===== src/hw/rtl/ordered_list_engine_defines.svh =====
// Assertion macros for the list engine back end
`ifndef ORDERED_LIST_ENGINE_DEFINES_SVH
`define ORDERED_LIST_ENGINE_DEFINES_SVH

// Check that an antecedent implies a consequent in the same cycle
`define OLE_ASSERT_IMPL(label, clk, rst, ante, cons, msg) \
  label: assert property (@(posedge clk) disable iff (rst) (ante) |-> (cons)) \
    else $error(msg);

// Check that an antecedent implies a consequent in the following cycle
`define OLE_ASSERT_NEXT(label, clk, rst, ante, cons, msg) \
  label: assert property (@(posedge clk) disable iff (rst) (ante) |=> (cons)) \
    else $error(msg);

`endif


===== src/hw/rtl/ole_pkg.sv =====
package ole_pkg;

  localparam int DefCapacity = 64;
  localparam int ValW = 32;
  localparam int IdxW = 8;
  localparam int LenW = 7;
  localparam int PosW = 7;

  typedef enum logic [3:0] {
    M_PUSH_BACK  = 4'd0,
    M_PUSH_FRONT = 4'd1,
    M_INSERT_AT  = 4'd2,
    M_POP_BACK   = 4'd3,
    M_POP_FRONT  = 4'd4,
    M_REMOVE_AT  = 4'd5,
    M_CONTAINS   = 4'd6,
    M_GET_AT     = 4'd7,
    M_INDEX_OF   = 4'd8,
    M_LENGTH     = 4'd9,
    M_CLEAR      = 4'd10
  } mode_t;

  typedef enum logic [2:0] {
    ST_OK       = 3'd0,
    ST_EMPTY    = 3'd1,
    ST_RANGE    = 3'd2,
    ST_FULL     = 3'd3,
    ST_NOTFOUND = 3'd4
  } status_t;

  // Classified operation handed from front to back
  typedef enum logic [2:0] {
    OP_NONE,
    OP_INSERT,
    OP_REMOVE,
    OP_READ,
    OP_SEARCH,
    OP_CLEAR
  } op_t;

  typedef enum logic [2:0] {
    S_IDLE,
    S_SHIFT_UP,
    S_SHIFT_DOWN,
    S_READ,
    S_SEARCH,
    S_DONE
  } bstate_t;
endpackage


===== src/hw/rtl/ole_front.sv =====
// Classifies a request against the current length and queues it for the back end.
module ole_front import ole_pkg::*; #(
  parameter int CntW = 7
) (
  input  logic            clk,
  input  logic            rst,
  input  logic            start,
  input  logic [3:0]      mode,
  input  logic [ValW-1:0] item_value,
  input  logic [PosW-1:0] position,
  input  logic [CntW-1:0] count,
  input  logic [CntW-1:0] capacity,
  input  logic            back_busy,
  input  logic            take,
  output logic            busy,
  output logic            q_valid,
  output op_t             q_op,
  output logic            q_index_mode,
  output status_t         q_status,
  output logic [CntW-1:0] q_slot,
  output logic [ValW-1:0] q_value
);

  // Wide enough for both the position and the count plus one
  localparam int PeW = ((CntW > PosW) ? CntW : PosW) + 1;

  // One-entry queue between classify and execute
  logic            pend;
  op_t             op_c;
  status_t         st_c;
  logic [CntW-1:0] slot_c;
  logic [PeW-1:0]  pos_e;

  assign busy = pend | back_busy;
  assign pos_e = PeW'(position);

  // Classify the request
  always_comb begin
    op_c = OP_NONE;
    st_c = ST_OK;
    slot_c = '0;
    case (mode)
      M_PUSH_BACK, M_PUSH_FRONT, M_INSERT_AT: begin
        if (mode == M_PUSH_BACK) slot_c = count;
        else if (mode == M_PUSH_FRONT) slot_c = '0;
        else slot_c = CntW'(pos_e - 1'b1);
        if (mode == M_INSERT_AT && (pos_e == '0 || pos_e > PeW'(count) + 1'b1))
          st_c = ST_RANGE;
        else if (count >= capacity) st_c = ST_FULL;
        else op_c = OP_INSERT;
      end
      M_POP_BACK, M_POP_FRONT, M_REMOVE_AT, M_GET_AT: begin
        if (mode == M_POP_BACK) slot_c = count - 1'b1;
        else if (mode == M_POP_FRONT) slot_c = '0;
        else slot_c = CntW'(pos_e - 1'b1);
        if (count == '0) st_c = ST_EMPTY;
        else if ((mode == M_REMOVE_AT || mode == M_GET_AT) &&
                 (pos_e == '0 || pos_e > PeW'(count)))
          st_c = ST_RANGE;
        else op_c = (mode == M_GET_AT) ? OP_READ : OP_REMOVE;
      end
      M_CONTAINS, M_INDEX_OF: op_c = OP_SEARCH;
      M_CLEAR: op_c = OP_CLEAR;
      default: op_c = OP_NONE;
    endcase
  end

  // Hold the queued request until the back end takes it
  always_ff @(posedge clk) begin
    if (rst) begin
      pend <= 1'b0;
    end else if (start && !busy) begin
      pend <= 1'b1;
    end else if (take) begin
      pend <= 1'b0;
    end
  end

  always_ff @(posedge clk) begin
    if (start && !busy) begin
      q_op <= op_c;
      q_status <= st_c;
      q_slot <= slot_c;
      q_value <= item_value;
      q_index_mode <= (mode == M_INDEX_OF);
    end
  end

  assign q_valid = pend;
endmodule


===== src/hw/rtl/ole_back.sv =====
// Executes queued requests on the entry memory one entry per cycle.
module ole_back import ole_pkg::*; #(
  parameter int Capacity = DefCapacity,
  parameter int CntW = 7
) (
  input  logic            clk,
  input  logic            rst,
  input  logic            q_valid,
  input  op_t             q_op,
  input  logic            q_index_mode,
  input  status_t         q_status,
  input  logic [CntW-1:0] q_slot,
  input  logic [ValW-1:0] q_value,
  output logic            take,
  output logic            back_busy,
  output logic [CntW-1:0] count,
  output logic            done,
  output logic [ValW-1:0] result_value,
  output logic [IdxW-1:0] result_index,
  output logic            found,
  output logic [LenW-1:0] list_size,
  output logic [2:0]      status
);
  `include "ordered_list_engine_defines.svh"

  localparam int AW = $clog2(Capacity);

  logic [ValW-1:0] mem [Capacity];
  logic [ValW-1:0] rdata;
  bstate_t state, state_next;
  op_t             op;
  logic            idx_mode;
  status_t         st;
  logic [CntW-1:0] slot, ptr;
  logic [ValW-1:0] val;
  logic            rd_en, wr_en;
  logic [AW-1:0]   rd_addr, wr_addr;
  logic [ValW-1:0] wr_data;
  logic            hit;

  assign take = (state == S_IDLE) && q_valid;
  assign back_busy = (state != S_IDLE);
  assign hit = (rdata == val);

  // Next state
  always_comb begin
    state_next = state;
    case (state)
      S_IDLE: begin
        if (q_valid) begin
          if (q_status != ST_OK) state_next = S_DONE;
          else if (q_op == OP_INSERT)
            state_next = (q_slot == count) ? S_DONE : S_SHIFT_UP;
          else if (q_op == OP_REMOVE || q_op == OP_READ) state_next = S_READ;
          else if (q_op == OP_SEARCH)
            state_next = (count == '0) ? S_DONE : S_SEARCH;
          else state_next = S_DONE;
        end
      end
      S_SHIFT_UP: if (ptr == slot) state_next = S_DONE;
      S_READ: state_next = (op == OP_REMOVE && slot + 1'b1 < count) ? S_SHIFT_DOWN : S_DONE;
      S_SHIFT_DOWN: if (ptr + 1'b1 >= count) state_next = S_DONE;
      S_SEARCH: if (hit || ptr + 1'b1 >= count) state_next = S_DONE;
      S_DONE: state_next = S_IDLE;
      default: state_next = S_IDLE;
    endcase
  end

  // Memory port control
  always_comb begin
    rd_en = 1'b0;
    rd_addr = AW'(ptr);
    wr_en = 1'b0;
    wr_addr = AW'(ptr);
    wr_data = rdata;
    case (state)
      S_IDLE: begin
        rd_en = q_valid;
        if (q_op == OP_INSERT) rd_addr = AW'(count - 1'b1);
        else rd_addr = AW'(q_slot);
        if (q_valid && q_status == ST_OK && q_op == OP_INSERT && q_slot == count) begin
          wr_en = 1'b1;
          wr_addr = AW'(q_slot);
          wr_data = q_value;
        end
      end
      S_SHIFT_UP: begin
        rd_en = 1'b1;
        rd_addr = AW'(ptr - 1'b1 - 1'b1);
        wr_en = 1'b1;
        wr_addr = AW'(ptr);
        wr_data = (ptr == slot) ? val : rdata;
        if (ptr != slot) begin
          wr_addr = AW'(ptr);
        end
      end
      S_READ: begin
        rd_en = 1'b1;
        rd_addr = AW'(slot + 1'b1);
      end
      S_SHIFT_DOWN: begin
        rd_en = 1'b1;
        rd_addr = AW'(ptr + 1'b1 + 1'b1);
        wr_en = 1'b1;
        wr_addr = AW'(ptr);
      end
      S_SEARCH: begin
        rd_en = 1'b1;
        rd_addr = AW'(ptr + 1'b1);
      end
      default: ;
    endcase
  end

  always_ff @(posedge clk) begin
    if (wr_en) mem[wr_addr] <= wr_data;
    if (rd_en) rdata <= mem[rd_addr];
  end

  always_ff @(posedge clk) begin
    if (rst) state <= S_IDLE;
    else state <= state_next;
  end

  // Working registers and count update
  always_ff @(posedge clk) begin
    if (rst) begin
      count <= '0;
    end else begin
      case (state)
        S_IDLE: if (q_valid && q_status == ST_OK) begin
          if (q_op == OP_CLEAR) count <= '0;
          else if (q_op == OP_INSERT && q_slot == count) count <= count + 1'b1;
        end
        S_SHIFT_UP: if (ptr == slot) count <= count + 1'b1;
        S_READ: if (op == OP_REMOVE && state_next == S_DONE) count <= count - 1'b1;
        S_SHIFT_DOWN: if (state_next == S_DONE) count <= count - 1'b1;
        default: ;
      endcase
    end
  end

  always_ff @(posedge clk) begin
    case (state)
      S_IDLE: begin
        op <= q_op;
        idx_mode <= q_index_mode;
        st <= (q_op == OP_SEARCH && count == '0 && q_status == ST_OK) ?
              ST_NOTFOUND : q_status;
        slot <= q_slot;
        val <= q_value;
        ptr <= (q_op == OP_INSERT) ? count : ((q_op == OP_SEARCH) ? '0 : q_slot);
        found <= 1'b0;
      end
      S_SHIFT_UP: ptr <= ptr - 1'b1;
      S_READ: val <= rdata;
      S_SHIFT_DOWN: ptr <= ptr + 1'b1;
      S_SEARCH: begin
        if (hit) found <= 1'b1;
        else begin
          ptr <= ptr + 1'b1;
          if (ptr + 1'b1 >= count) st <= ST_NOTFOUND;
        end
      end
      default: ;
    endcase
  end

  // Output strobe and fields
  always_comb begin
    done = (state == S_DONE);
    list_size = LenW'(count);
    status = st;
    result_value = '0;
    result_index = '0;
    if (st != ST_OK) result_value = '1;
    else if (op == OP_REMOVE || op == OP_READ) result_value = val;
    if (op == OP_SEARCH && idx_mode) begin
      if (found) result_index = IdxW'(ptr + 1'b1);
      else result_index = '1;
    end
  end

  `OLE_ASSERT_NEXT(a_take_leaves_idle, clk, rst, take, state != S_IDLE, "take stayed idle")
  `OLE_ASSERT_IMPL(a_count_bound, clk, rst, 1'b1, count <= CntW'(Capacity), "count over capacity")
  `OLE_ASSERT_NEXT(a_done_one, clk, rst, done, !done, "result strobe held")
endmodule


===== src/hw/rtl/ordered_list_engine.sv =====
// Appends, errors, length and clear go from idle straight to the result state; inserts,
// removals and searches walk the entry memory one entry per cycle, with at most one
// read and one write a cycle. One item in flight at a time; the next item is accepted
// only once the back end is idle again after the result strobe.
// The result is strobed on done for one cycle; the receiver cannot stall.
// Reset empties the list; entry contents are left undefined.
module ordered_list_engine import ole_pkg::*; #(
  parameter int CAPACITY = DefCapacity
) (
  input  logic            clk,
  input  logic            rst,
  input  logic            start,
  output logic            busy,
  input  logic [3:0]      mode,
  input  logic [ValW-1:0] item_value,
  input  logic [PosW-1:0] position,
  output logic            done,
  output logic [ValW-1:0] result_value,
  output logic [IdxW-1:0] result_index,
  output logic            found,
  output logic [LenW-1:0] list_size,
  output logic [2:0]      status
);
  localparam int CntW = $clog2(CAPACITY + 1) + 1;

  logic            back_busy, take, q_valid, q_index_mode;
  op_t             q_op;
  status_t         q_status;
  logic [CntW-1:0] q_slot, count;
  logic [ValW-1:0] q_value;

  ole_front #(.CntW(CntW)) u_front (
    .clk, .rst, .start, .mode, .item_value, .position, .count,
    .capacity(CntW'(CAPACITY)), .back_busy, .take, .busy,
    .q_valid, .q_op, .q_index_mode, .q_status, .q_slot, .q_value
  );

  ole_back #(.Capacity(CAPACITY), .CntW(CntW)) u_back (
    .clk, .rst, .q_valid, .q_op, .q_index_mode, .q_status, .q_slot, .q_value,
    .take, .back_busy, .count, .done, .result_value, .result_index, .found,
    .list_size, .status
  );
endmodule


===== config.mk =====
export PLATFORM = sky130hd
export DESIGN_NAME = ordered_list_engine
export DESIGN_NICKNAME = d
export VERILOG_FILES = /design/src/hw/rtl/ole_pkg.sv /design/src/hw/rtl/ole_front.sv /design/src/hw/rtl/ole_back.sv /design/src/hw/rtl/ordered_list_engine.sv
export VERILOG_INCLUDE_DIRS = /design/src /design/src/hw/rtl
export SDC_FILE = /design/constraint.sdc
export NUM_CORES = 2
export LEC_CHECK = 0
export BUFFER_PORTS_ARGS = -buffer_cell sky130_fd_sc_hd__clkbuf_2
export CORE_ASPECT_RATIO = 1.1
export CORE_MARGIN = 2
export CORE_UTILIZATION = 55
export CTS_BUF_LIST = sky130_fd_sc_hd__clkbuf_16
export CTS_CLUSTER_DIAMETER = 50
export DETAILED_ROUTE_END_ITERATION = 6
export GPL_TIMING_DRIVEN = 0
export PLACE_DENSITY = 0.77
export SLEW_MARGIN = 20
export SYNTH_ARGS = -nofsm -noshare
export SYNTH_HDL_FRONTEND = slang
export SYNTH_SLANG_ARGS = --single-unit

===== constraint.sdc =====
create_clock -name clk -period 9.2 [get_ports clk]
set_input_delay 1.38 -clock clk [delete_from_list [all_inputs] [get_ports clk]]
set_output_delay 1.38 -clock clk [all_outputs]
set_load 0.02 [all_outputs]

==> flow_metrics.env <==
export IMPL_outcome="complete, no violations"
export IMPL_die_w_um=382
export IMPL_route_met3_wl_um=28400
export IMPL_placed_cells=6411
export IMPL_cts_max_level=4
export IMPL_fin_cells=6795
export IMPL_crit_reg2reg_capture="u_back.rdata[16]"
export IMPL_maxCapViolations=0
export IMPL_num_rows=152
export IMPL_clk_pin_slew_ns=0.06
export IMPL_nNetsFinal=4627
export IMPL_antenna_found_initial=5
export IMPL_post_synth_num_cell_types=68
export IMPL_met2_length_um=111000
export IMPL_grt_ovfl_total=0
export IMPL_hold_end="u_back.idx_mode"
export IMPL_cts_sinks=2194
export IMPL_yosys_area_top_type="edfxtp_1"
export IMPL_synth_yosys_seq_area_share_pct=75.9
export IMPL_yosysWarnings=0
export IMPL_post_cts_resized=0
export IMPL_hold_class="reg2reg"
export IMPL_fin_area_um2=99000
export IMPL_final_max_slew_viol_count=0
export IMPL_port_buffers=97
export IMPL_period_needed_ns=7.35
export IMPL_die_h_um=420
export IMPL_grt_pass1_wl_um=337000
export IMPL_clock_root_buffer="clkbuf_16"
export IMPL_skew_ns=0.0319
export IMPL_min_from="u_front.q_index_mode"
export IMPL_clock_fmax_ghz=0.136
export IMPL_post_cts_buffers=0
export IMPL_endpoint_kind="register"
export IMPL_avgRoutedWirePerCell_um=35.1
export IMPL_cp_common_cell="buf_2"
export IMPL_max_slew_margin_pct=9.81
export IMPL_highest_layer="met5"
export IMPL_firstDrtPassIters=7
export IMPL_drt_initial_drc_count=7349
export IMPL_clk_path_buf_depth=3
export IMPL_cp_start_kind="register"
export IMPL_regToRegSetupSlack_ns=1.85
export IMPL_worst_path_max_fanout=10
export IMPL_setup_tns_final_ns=0
export IMPL_critical_path_slowest_cell="a221oi_1"
export IMPL_grt_pass1_vias=45900
export IMPL_hold_depth=0
export IMPL_drc=0
export IMPL_cpPeakStageDelay_ns=1.11
export IMPL_die_area_um2=161000
export IMPL_avgSynthCellArea_um2=20.9
export IMPL_ys_flop_type="edfxtp_1"
export IMPL_ys_async_sr_fraction_pct=0
export IMPL_tritoncts="done"
export IMPL_cp_cell_sequence="clkbuf_1 -> inv_1 -> ha_1 -> inv_1 -> nand2_1 -> nand3_1 -> a32oi_2 -> buf_6 -> buf_2 -> buf_2 -> buf_2 -> mux4_2 -> a221oi_1 -> o22ai_1 -> a221o_1"
export IMPL_cts_made_buffers=202
export IMPL_synth_area_leaders="edfxtp_1 76%, mux4_2 13%, a22oi_1 1.2%"
export IMPL_wl_met1_um=81200
export IMPL_grtUsageTotal_pct=29.9
export IMPL_wl_um=238000
export IMPL_clkLatencyLatePin_ns=0.85
export IMPL_holdBufCountCts=0
export IMPL_synth_seq_cells=2194
export IMPL_r2r_cells=15
export IMPL_start_util_pct=55.5
export IMPL_drive_above_1_share_pct=26.5
export IMPL_r2r_start="u_back.ptr[0]"
export IMPL_io_pins=99
export IMPL_area_delta_synth_final_pct=14.3
export IMPL_synth_most_common_cell="edfxtp_1"
export IMPL_hold_viol_final=0
export IMPL_worst_setup_path_type="reg2reg"
export IMPL_core_um2=156000
export IMPL_avgViaCountPerCell=6.83
export IMPL_worstMarginPinSlew_ns=1.35
export IMPL_syn_num_nets=4227
export IMPL_synth_commonest_cells="2,182 x edfxtp_1, 512 x mux4_2, 137 x a22oi_1"
export IMPL_finalSetupViolCount=0
export IMPL_ant_nets=0
export IMPL_syn_area_um2=86600
export IMPL_place_area_um2=92400
export IMPL_synthCells=4141
export IMPL_rsz0062_at_grt="no"
export IMPL_synth_top_cell_area_share_pct=75.6
export IMPL_grt_max_degree=65
export IMPL_dp_hpwl_um=154000
export IMPL_worstPathArrival_ns=7.93
export IMPL_gp_congestion=0.981
export IMPL_vias=46400
export IMPL_critical_path_required_ns=9.78
export IMPL_final_period_utilization_pct=79.9
export IMPL_synth_edf_count=2182
sequential cells by signal, summed over array words and instances, names as in the netlist:
signal	cells
u_back.rdata	32
u_back.idx_mode	1
u_back.mem	2048
u_back.status	3
u_back.val	32
u_front.q_index_mode	1
u_back.state	3
u_back.slot	8
u_back.count	8
u_back.found	1
u_back.op	3
u_back.ptr	8
u_front.q_op	3
u_front.q_status	2
u_front.q_valid	1
u_front.q_value	32
u_front.q_slot	8
layer usage:
layer	track usage, %	up-vias
li1	-	18300
met1	38.3	23900
met2	46.2	3523
met3	7.55	646
met4	18.7	8
met5	0	-
final cells by class:
type / count / area [um2]
buffer: 248 / 1260
sequential: 2194 / 65800
clock inverter: 169 / 1420
tap: 2079 / 2600
multi-input combinational: 1628 / 19900
antenna: 4 / 10.0
clock buffer: 206 / 5150
inverter: 71 / 329
fill: 9839 / 57100
timing repair buffer: 196 / 2640
layout by cell type, fill, tap and decap left out, drive strengths merged, types with 39 or more instances in the layout:
| cell type | Yosys | final |
|---|---|---|
| inv | 70 | 134 |
| o22ai | 39 | 39 |
| a22oi | 137 | 137 |
| nor2 | 134 | 134 |
| edfxtp | 2182 | 2182 |
| a221oi | 66 | 66 |
| a22o | 65 | 65 |
| clkbuf | 118 | 423 |
| a21oi | 44 | 44 |
| nand2 | 135 | 135 |
| ha | 40 | 40 |
| mux4 | 512 | 512 |
| xor2 | 57 | 57 |
| buf | 130 | 227 |
| clkinv | 1 | 82 |
logic make-up (layout without fill, tap and decap cells):
logic type,Yosys count,count (layout),share of synthesized area [%]
compound gates,559,559,5.01
xor+xnor,87,87,0.880
fa+ha+maj,40,40,0.578
buf+inv,319,890,1.76
flops,2194,2194,75.9
mux,552,552,13.8
other cells,0,4,0
simple gates,390,390,2.03
through the flow:
step | setup slack (ns) | utilization, % | hold slack (ns)
global route | 2.22 | 63.4 | 0.461
floorplan | 5.03 | - | 0.400
detailed placement | 2.33 | 59.2 | 0.426
finish | 1.85 | 63.4 | 0.451
global placement | 1.20 | 57.5 | 0.419
CTS | 2.26 | 63.4 | 0.445
worst max-delay path by stage:
| stage | from | endpoint | slack, ns | cells past startpoint |
|---|---|---|---|---|
| after floorplan | u_front.q_op[2] | u_back.mem[17][0] | 5.03 | 9 |
| after global routing | u_back.ptr[0] | u_back.rdata[16] | 2.22 | 15 |
| after global placement | u_back.ptr[0] | u_back.rdata[14] | 1.20 | 14 |
| after CTS | u_back.ptr[0] | u_back.rdata[16] | 2.26 | 15 |
| after detailed placement | u_back.ptr[0] | u_back.rdata[15] | 2.33 | 15 |
| final | u_back.ptr[0] | u_back.rdata[16] | 1.85 | 15 |
critical path, delay by kind of cell (launching register included):
kind | cells | cell delay, ns
buf+inv | 7 | 2.75
compound gates | 4 | 2.63
flops | 1 | 0.55
fa+ha+maj | 1 | 0.54
mux | 1 | 0.38
simple gates | 2 | 0.20
Power is not shown: default switching activity piles up to over one toggle a cycle in this logic, so the estimate is an artifact.
